`config.mk`:
```
export PLATFORM = sky130hd
export DESIGN_NAME = search_stack_with_delete_top
export DESIGN_NICKNAME = d
export VERILOG_FILES = /design/src/design/ssd_pkg.sv /design/src/design/ssd_cell.sv /design/src/design/search_stack_with_delete_top.sv
export SDC_FILE = /design/constraint.sdc
export NUM_CORES = 2
export LEC_CHECK = 0
export ABC_AREA = 1
export ABC_CLOCK_PERIOD_IN_PS = 7300
export BUFFER_PORTS_ARGS = -buffer_cell sky130_fd_sc_hd__clkbuf_2
export CELL_PAD_IN_SITES_DETAIL_PLACEMENT = 0
export CELL_PAD_IN_SITES_GLOBAL_PLACEMENT = 1
export CORE_MARGIN = 3
export CORE_UTILIZATION = 50
export DETAILED_ROUTE_END_ITERATION = 10
export GPL_TIMING_DRIVEN = 0
export PLACE_DENSITY = 0.78
export RECOVER_POWER = 25
export SETUP_SLACK_MARGIN = 0.3
export SYNTH_ARGS = -nofsm -noshare
export SYNTH_HDL_FRONTEND = slang
export SYNTH_HIERARCHICAL = 1
export SYNTH_SLANG_ARGS = --single-unit
```
`constraint.sdc`:
```
create_clock -name i_clk -period 7.3 [get_ports i_clk]
set_input_delay 0.73 -clock i_clk [delete_from_list [all_inputs] [get_ports i_clk]]
set_output_delay 0.73 -clock i_clk [all_outputs]
set_load 0.02 [all_outputs]
```
`src/design/ssd_pkg.sv`:
```
// ----------------------------------------------------------------------------
// ssd_pkg
// Shared types and constants for the search stack with delete.
// ----------------------------------------------------------------------------
package ssd_pkg;

    localparam int DEPTH_DEF      = 16;
    localparam int DATA_WIDTH_DEF = 32;

    typedef enum logic [1:0] {
        FUNC_INSERT = 2'd0,
        FUNC_FIND   = 2'd1,
        FUNC_DELETE = 2'd2,
        FUNC_DUMP   = 2'd3
    } t_func;

    typedef enum logic [1:0] {
        ST_OK       = 2'd0,
        ST_NOTFOUND = 2'd1,
        ST_FULL     = 2'd2,
        ST_EMPTY    = 2'd3
    } t_status;

    typedef enum logic [2:0] {
        S_IDLE,
        S_INSERT,
        S_LOAD,
        S_PROP,
        S_APPLY,
        S_DUMP
    } t_state;

    // per-cycle command broadcast to every cell of the chain
    typedef struct packed {
        logic push;   // shift toward tail, cell 0 takes the key
        logic rot;    // rotate toward tail, cell 0 takes the tail cell
        logic load;   // compare against key, clear prefix
        logic prop;   // ripple match prefix one cell further
        logic del;    // cells at or past the first match take their right neighbor
    } t_cell_ctl;

endpackage

```
`src/design/ssd_cell.sv`:
```
// ----------------------------------------------------------------------------
// ssd_cell
// One slot of the stack: holds a value, its match flag and the running
// match prefix from the head, and trades data with its two neighbors.
// ----------------------------------------------------------------------------
module ssd_cell #(
    parameter int DATA_WIDTH = ssd_pkg::DATA_WIDTH_DEF
) (
    input  logic                  i_clk,
    input  logic                  i_rst_n,
    input  ssd_pkg::t_cell_ctl    i_ctl,
    input  logic [DATA_WIDTH-1:0] i_key,
    input  logic                  i_occ,
    input  logic [DATA_WIDTH-1:0] i_prev_data,
    input  logic [DATA_WIDTH-1:0] i_next_data,
    input  logic                  i_prev_pre,
    output logic [DATA_WIDTH-1:0] o_data,
    output logic                  o_pre
);
    import ssd_pkg::*;

    logic [DATA_WIDTH-1:0] r_data;
    logic                  r_hit;
    logic                  r_pre;

    always_ff @(posedge i_clk) begin
        if (i_ctl.push || i_ctl.rot) begin
            r_data <= i_prev_data;
        end else if (i_ctl.del && r_pre) begin
            r_data <= i_next_data;
        end
    end

    always_ff @(posedge i_clk) begin
        if (!i_rst_n) begin
            r_hit <= 1'b0;
            r_pre <= 1'b0;
        end else if (i_ctl.load) begin
            r_hit <= i_occ && (r_data == i_key);
            r_pre <= 1'b0;
        end else if (i_ctl.prop) begin
            // inclusive prefix: some cell from the head up to here matched
            r_pre <= r_hit || i_prev_pre;
        end
    end

    assign o_data = r_data;
    assign o_pre  = r_pre;

endmodule

```
`src/design/search_stack_with_delete_top.sv`:
```
// ----------------------------------------------------------------------------
// search_stack_with_delete_top
// Bounded stack of signed values with insert, find, delete-by-value and dump.
// ----------------------------------------------------------------------------
// The list lives in a row of DEPTH cells, newest at cell 0. An item is taken
// when start is high and busy is low; busy stays high until the final result
// has been registered. In find and delete the match prefix ripples one cell
// per cycle down the row, and a delete closes the gap in a single shift. In a
// dump the row rotates once around, and the tail cell supplies one entry per
// cycle, oldest first. Results come one beat per cycle on o_valid and cannot be
// held off; o_last marks the final beat of an item.
// ----------------------------------------------------------------------------
module search_stack_with_delete_top #(
    parameter int DEPTH      = ssd_pkg::DEPTH_DEF,
    parameter int DATA_WIDTH = ssd_pkg::DATA_WIDTH_DEF
) (
    input  logic                  i_clk,
    input  logic                  i_rst_n,
    input  logic                  start,
    output logic                  busy,
    input  logic [1:0]            i_func,
    input  logic [DATA_WIDTH-1:0] i_value,
    output logic                  o_valid,
    output logic [1:0]            o_status,
    output logic [DATA_WIDTH-1:0] o_item,
    output logic                  o_last
);
    import ssd_pkg::*;

    localparam int CW = $clog2(DEPTH + 1);
    localparam int KW = $clog2(DEPTH);
    localparam logic [CW-1:0] FULL_C   = CW'(DEPTH);
    localparam logic [KW-1:0] STEP_END = KW'(DEPTH - 1);

    t_state                r_state, n_state;
    t_func                 r_func;
    logic [DATA_WIDTH-1:0] r_key;
    logic [CW-1:0]         r_count, n_count;
    logic [KW-1:0]         r_step, n_step;
    logic                  r_valid, n_valid;
    t_status               r_status, n_status;
    logic [DATA_WIDTH-1:0] r_item, n_item;
    logic                  r_last, n_last;
    t_cell_ctl             w_ctl;

    logic [DATA_WIDTH-1:0] w_data [DEPTH];
    logic                  w_pre  [DEPTH];
    logic [CW-1:0]         w_skip;

    genvar g;
    generate
        for (g = 0; g < DEPTH; g++) begin : g_cell
            logic [DATA_WIDTH-1:0] w_prev_data;
            logic [DATA_WIDTH-1:0] w_next_data;
            logic                  w_prev_pre;
            logic                  w_occ;

            if (g == 0) begin : g_head
                assign w_prev_data = w_ctl.rot ? w_data[DEPTH-1] : r_key;
                assign w_prev_pre  = 1'b0;
            end else begin : g_body
                assign w_prev_data = w_data[g-1];
                assign w_prev_pre  = w_pre[g-1];
            end

            if (g == DEPTH - 1) begin : g_tail
                assign w_next_data = w_data[g];
            end else begin : g_inner
                assign w_next_data = w_data[g+1];
            end

            assign w_occ = CW'(g) < r_count;

            ssd_cell #(
                .DATA_WIDTH(DATA_WIDTH)
            ) u_cell (
                .i_clk      (i_clk),
                .i_rst_n    (i_rst_n),
                .i_ctl      (w_ctl),
                .i_key      (r_key),
                .i_occ      (w_occ),
                .i_prev_data(w_prev_data),
                .i_next_data(w_next_data),
                .i_prev_pre (w_prev_pre),
                .o_data     (w_data[g]),
                .o_pre      (w_pre[g])
            );
        end
    endgenerate

    // rotation steps before the oldest entry reaches the tail cell
    assign w_skip = FULL_C - r_count;

    always_ff @(posedge i_clk) begin
        if (!i_rst_n) begin
            r_state <= S_IDLE;
            r_count <= '0;
            r_step  <= '0;
            r_valid <= 1'b0;
        end else begin
            r_state <= n_state;
            r_count <= n_count;
            r_step  <= n_step;
            r_valid <= n_valid;
        end
    end

    always_ff @(posedge i_clk) begin
        r_status <= n_status;
        r_item   <= n_item;
        r_last   <= n_last;
        if (start && !busy) begin
            r_func <= t_func'(i_func);
            r_key  <= i_value;
        end
    end

    always_comb begin
        n_state  = r_state;
        n_count  = r_count;
        n_step   = r_step;
        n_valid  = 1'b0;
        n_status = r_status;
        n_item   = r_item;
        n_last   = r_last;
        w_ctl    = '0;

        unique case (r_state)
            S_IDLE: begin
                n_step = '0;
                if (start) begin
                    unique case (t_func'(i_func))
                        FUNC_INSERT: n_state = S_INSERT;
                        FUNC_DUMP:   n_state = S_DUMP;
                        default:     n_state = S_LOAD;
                    endcase
                end
            end
            S_INSERT: begin
                n_valid = 1'b1;
                n_item  = r_key;
                n_last  = 1'b1;
                if (r_count == FULL_C) begin
                    n_status = ST_FULL;
                end else begin
                    w_ctl.push = 1'b1;
                    n_count    = r_count + 1'b1;
                    n_status   = ST_OK;
                end
                n_state = S_IDLE;
            end
            S_LOAD: begin
                w_ctl.load = 1'b1;
                n_step     = '0;
                n_state    = S_PROP;
            end
            S_PROP: begin
                w_ctl.prop = 1'b1;
                n_step     = r_step + 1'b1;
                if (r_step == STEP_END) begin
                    n_state = S_APPLY;
                end
            end
            S_APPLY: begin
                n_valid = 1'b1;
                n_item  = r_key;
                n_last  = 1'b1;
                if (w_pre[DEPTH-1]) begin
                    n_status = ST_OK;
                    if (r_func == FUNC_DELETE) begin
                        w_ctl.del = 1'b1;
                        n_count   = r_count - 1'b1;
                    end
                end else begin
                    n_status = ST_NOTFOUND;
                end
                n_state = S_IDLE;
            end
            S_DUMP: begin
                if (r_count == '0) begin
                    n_valid  = 1'b1;
                    n_status = ST_EMPTY;
                    n_item   = '0;
                    n_last   = 1'b1;
                    n_state  = S_IDLE;
                end else begin
                    w_ctl.rot = 1'b1;
                    n_step    = r_step + 1'b1;
                    if (CW'(r_step) >= w_skip) begin
                        n_valid  = 1'b1;
                        n_status = ST_OK;
                        n_item   = w_data[DEPTH-1];
                        n_last   = (r_step == STEP_END);
                    end
                    if (r_step == STEP_END) begin
                        n_state = S_IDLE;
                    end
                end
            end
            default: begin
                n_state = S_IDLE;
            end
        endcase
    end

    assign busy     = (r_state != S_IDLE);
    assign o_valid  = r_valid;
    assign o_status = r_status;
    assign o_item   = r_item;
    assign o_last   = r_last;

endmodule

```
==> results.md <==
- Hold_sp: i_value[14]
- Crit Path Class: reg2reg
- Crit-path cells: inv_1 -> ha_1 -> nand2_1 -> nor2_1 -> ha_1 -> inv_1 -> nand2_1 -> clkbuf_1 -> inv_1 -> nor2_1 -> clkbuf_1 -> nand2_2
- Nets@finish: approximately 4400
- Peak Freq: 0.200 GHz
- First-pass GRT wire length: 176000 um
- Synth Warn #: 6
- Maximum fanout along the worst path: 32
- Sequential area share after synthesis: 0.493
- Leakage: 19.5 nW
- CP dominant cell by count: inv_1
- Top-area cell type share of the netlist area: 0.468
- Crit path largest cell delay: around 800 ps
- PostCTS Resize Cnt: 0
- Total negative slack: 0 ps
- Maximum vdd drop: 0.173 mV
- Number of synthesized register bits: ~630
- ANT nets after route: 0
- Number of global-route vias before repair: 26500
- Period utilisation layout: 0.684
- Pwr/cell area: 297 nW/um^2
- Initial core utilization: 0.508
- Cell at the root of the clock tree: clkbuf_16
- Slew Limit Fails: 84
- Post-synthesis cell type count: 33
- RSZ-0062 raised after global routing: false
- Gr ovfl total: 0
- Layout overhead on the synthesized area: 12.8%
- Worst hold endpoint: r_key[14]
- Req. time, crit path: 7430 ps
- R2R Path Start: r_count[0]
- Critical-path top delay cell: nand2_2
- Reg2Reg Setup Slack: 2310 ps
- Ys flop type: edfxtp_1
- Post-synth EDFFs: just under 600
- CTS sink count: ~630
- Final setup viols: 0
- Core Rows: 99
- Fin crit period: about 5000 ps
- Vias per inst: 5.25
- RePlAce Congestion: 0.946
- Port-buffer cells: 73
- # DRC: 0
- Die extent in y: between 200 and 300 um
- Routed wire length per instance: approximately 22 um
- RR Endpoint: g_cell[14].u_cell/o_data[8]
- Syn_nets: around 4200
- Mean post-synth cell area: 8.90 um^2
- Die width: ~280 um
- DIE AREA: 77800 um^2
- Clock Latency Late Sink: approximately 630 ps
- Worst-margin pin slew: 1660 ps
- # fillers: around 6700
- Startpoint Class: register
- Clk slew on worst S/H paths: approximately 60 ps
- Failing checks: max-capacitance violations, max-slew violations
- Via count: 28400
- Final wirelength: ~120000 um
- I/O pin cnt: 74
- Share of cells above drive strength 1: 0.183
- Post-DP HPWL: between 90000 and 100000 um
- Pre-antenna DRT Iters: 6
- Initial antenna violation count: 1
- Status: finished, violations left
- Most common cell after layout, fill and taps aside: nand2_1
- Pin count of the biggest net entering global routing: 35
- Final Hold Fails: 0
- Inserted Clock Buffers: 74
- Hold Crit Depth: 1
- Gr usage total: 0.308
- WP data arrival: between 5000 and 6000 ps
- Post-synth ARST share: 0
- Mapped Cells: approximately 4200
- CTS tree: built
- Htree depth: 3
- CTS Hold Bufs: 0
- Max-slew headroom: -0.109
- Mapped cell area: roughly 37000 um^2
- Core Region: between 70000 and 80000 um^2
- Starting DRC count in detailed routing: 2859
- R2r worst-path depth: 12
- Pwr Total: 12.5 mW
- Clk_skew: between 20 and 30 ps
- Critical Path End Type: register
- MaxCap Viol Count: 5
- Setup bufs post-CTS: 0
- Synth area leaders: edfxtp_1 47%, mux2_2 15%, nand2_1 13%
- CTS Buffer Depth: 3
- Hold Path Class: in2reg
- Most used cells in the layout excluding fill and tap cells: 1314 x nand2_1, 780 x inv_1, 581 x edfxtp_1, 480 x mux2_2, 465 x nor2_1
- Area leader, netlist: edfxtp_1
[final cells by class]
class                      count  area, um^2  share of cell area
inverter                     782        2940              0.0698
antenna                        1        2.50           0.0000595
clock inverter                42         362             0.00860
buffer                        63         583              0.0139
multi-input combinational   2716       15200               0.363
timing repair buffer         116        1360              0.0324
tap                          959        1200              0.0285
sequential                   626       18300               0.437
clock buffer                  94        2000              0.0476
[Yosys cell counts (3+ instances only)]
| master | count |
|---|---|
| inv_1 | 780 |
| nor2_2 | 3 |
| buf_6 | 55 |
| clkbuf_1 | 6 |
| mux2_4 | 32 |
| mux2_2 | 480 |
| edfxtp_1 | 581 |
| nand4_1 | 21 |
| ha_1 | 11 |
| o21ai_1 | 10 |
| nor2_1 | 454 |
| o21ai_2 | 25 |
| dfxtp_1 | 45 |
| nand2_1 | 1323 |
| xnor2_1 | 66 |
| o21ai_0 | 158 |
| a21oi_1 | 25 |
| nand3_1 | 47 |
| or2_2 | 32 |
| nand2_2 | 4 |
| nor2_4 | 16 |
[flip-flops by register name, summed over array words and instances, names as in the netlist]
register              cells
r_count                   5
r_step                    4
o_status                  2
g_cell.u_cell/o_data    512
r_key                    32
g_cell.u_cell/r_hit      16
o_last                    1
g_cell.u_cell/o_pre      16
o_valid                   1
r_func                    2
r_state                   3
o_item                   32
[per-layer routing]
layer	global-route usage	routed length, um	share of wire
met2	0.479	52800	0.44
met4	0.117	4720	0.039
met3	0.0538	9610	0.080
met1	0.434	53200	0.44
met5	0	0	0
[kinds of logic (layout without fill, tap and decap cells)]
kind of cell | after synthesis | after routing | share of synthesized area
compound gates | 222 | 222 | 0.0327
simple gates | 1903 | 1903 | 0.201
flops | 626 | 626 | 0.493
xor+xnor | 67 | 67 | 0.0158
fa+ha+maj | 11 | 11 | 0.00370
buf+inv | 845 | 1097 | 0.0964
mux | 512 | 512 | 0.158
other cells | 1 | 2 | 0.000101
[per-stage QoR]
stage | util | worst slack (ps) | cells | cell area (um^2) | hold WS (ps)
after floorplan | - | 3530 | 4187 | 37200 | 427
final | 0.573 | 2310 | 5399 | 42000 | 274
after detailed placement | 0.544 | 3090 | 5261 | 39900 | 446
after global placement | 0.529 | 1590 | 5219 | 38800 | 440
after CTS | 0.576 | 3050 | 5397 | 42300 | 242
after global routing | 0.573 | 2060 | 5398 | 42000 | 253
[power breakdown]
| part | internal (mW) | switching, mW |
|---|---|---|
| clock network | 2.12 | 1.55 |
| registers | 4.79 | 0.761 |
| logic | 1.45 | 1.83 |
[worst max path at each step]
stage                     from                            to  depth (start not counted)
CTS                 r_count[0]  g_cell[11].u_cell/o_data[19]                         13
finish              r_count[0]   g_cell[14].u_cell/o_data[8]                         12
global placement    r_state[1]        g_cell[8].u_cell/r_hit                         10
floorplan           r_count[0]    g_cell[0].u_cell/o_data[0]                         12
global route        r_count[0]   g_cell[14].u_cell/o_data[8]                         12
detailed placement  r_count[0]  g_cell[11].u_cell/o_data[19]                         13
[critical path: cells and delay by family, from the launching register on]
family	cells	cell delay, ps
buffers and inverters	5	1890
and+or+nand+nor	5	1710
DFF	1	430
adders and majority gates	2	420
No activity file was read; power rests on OpenSTA's default activity.
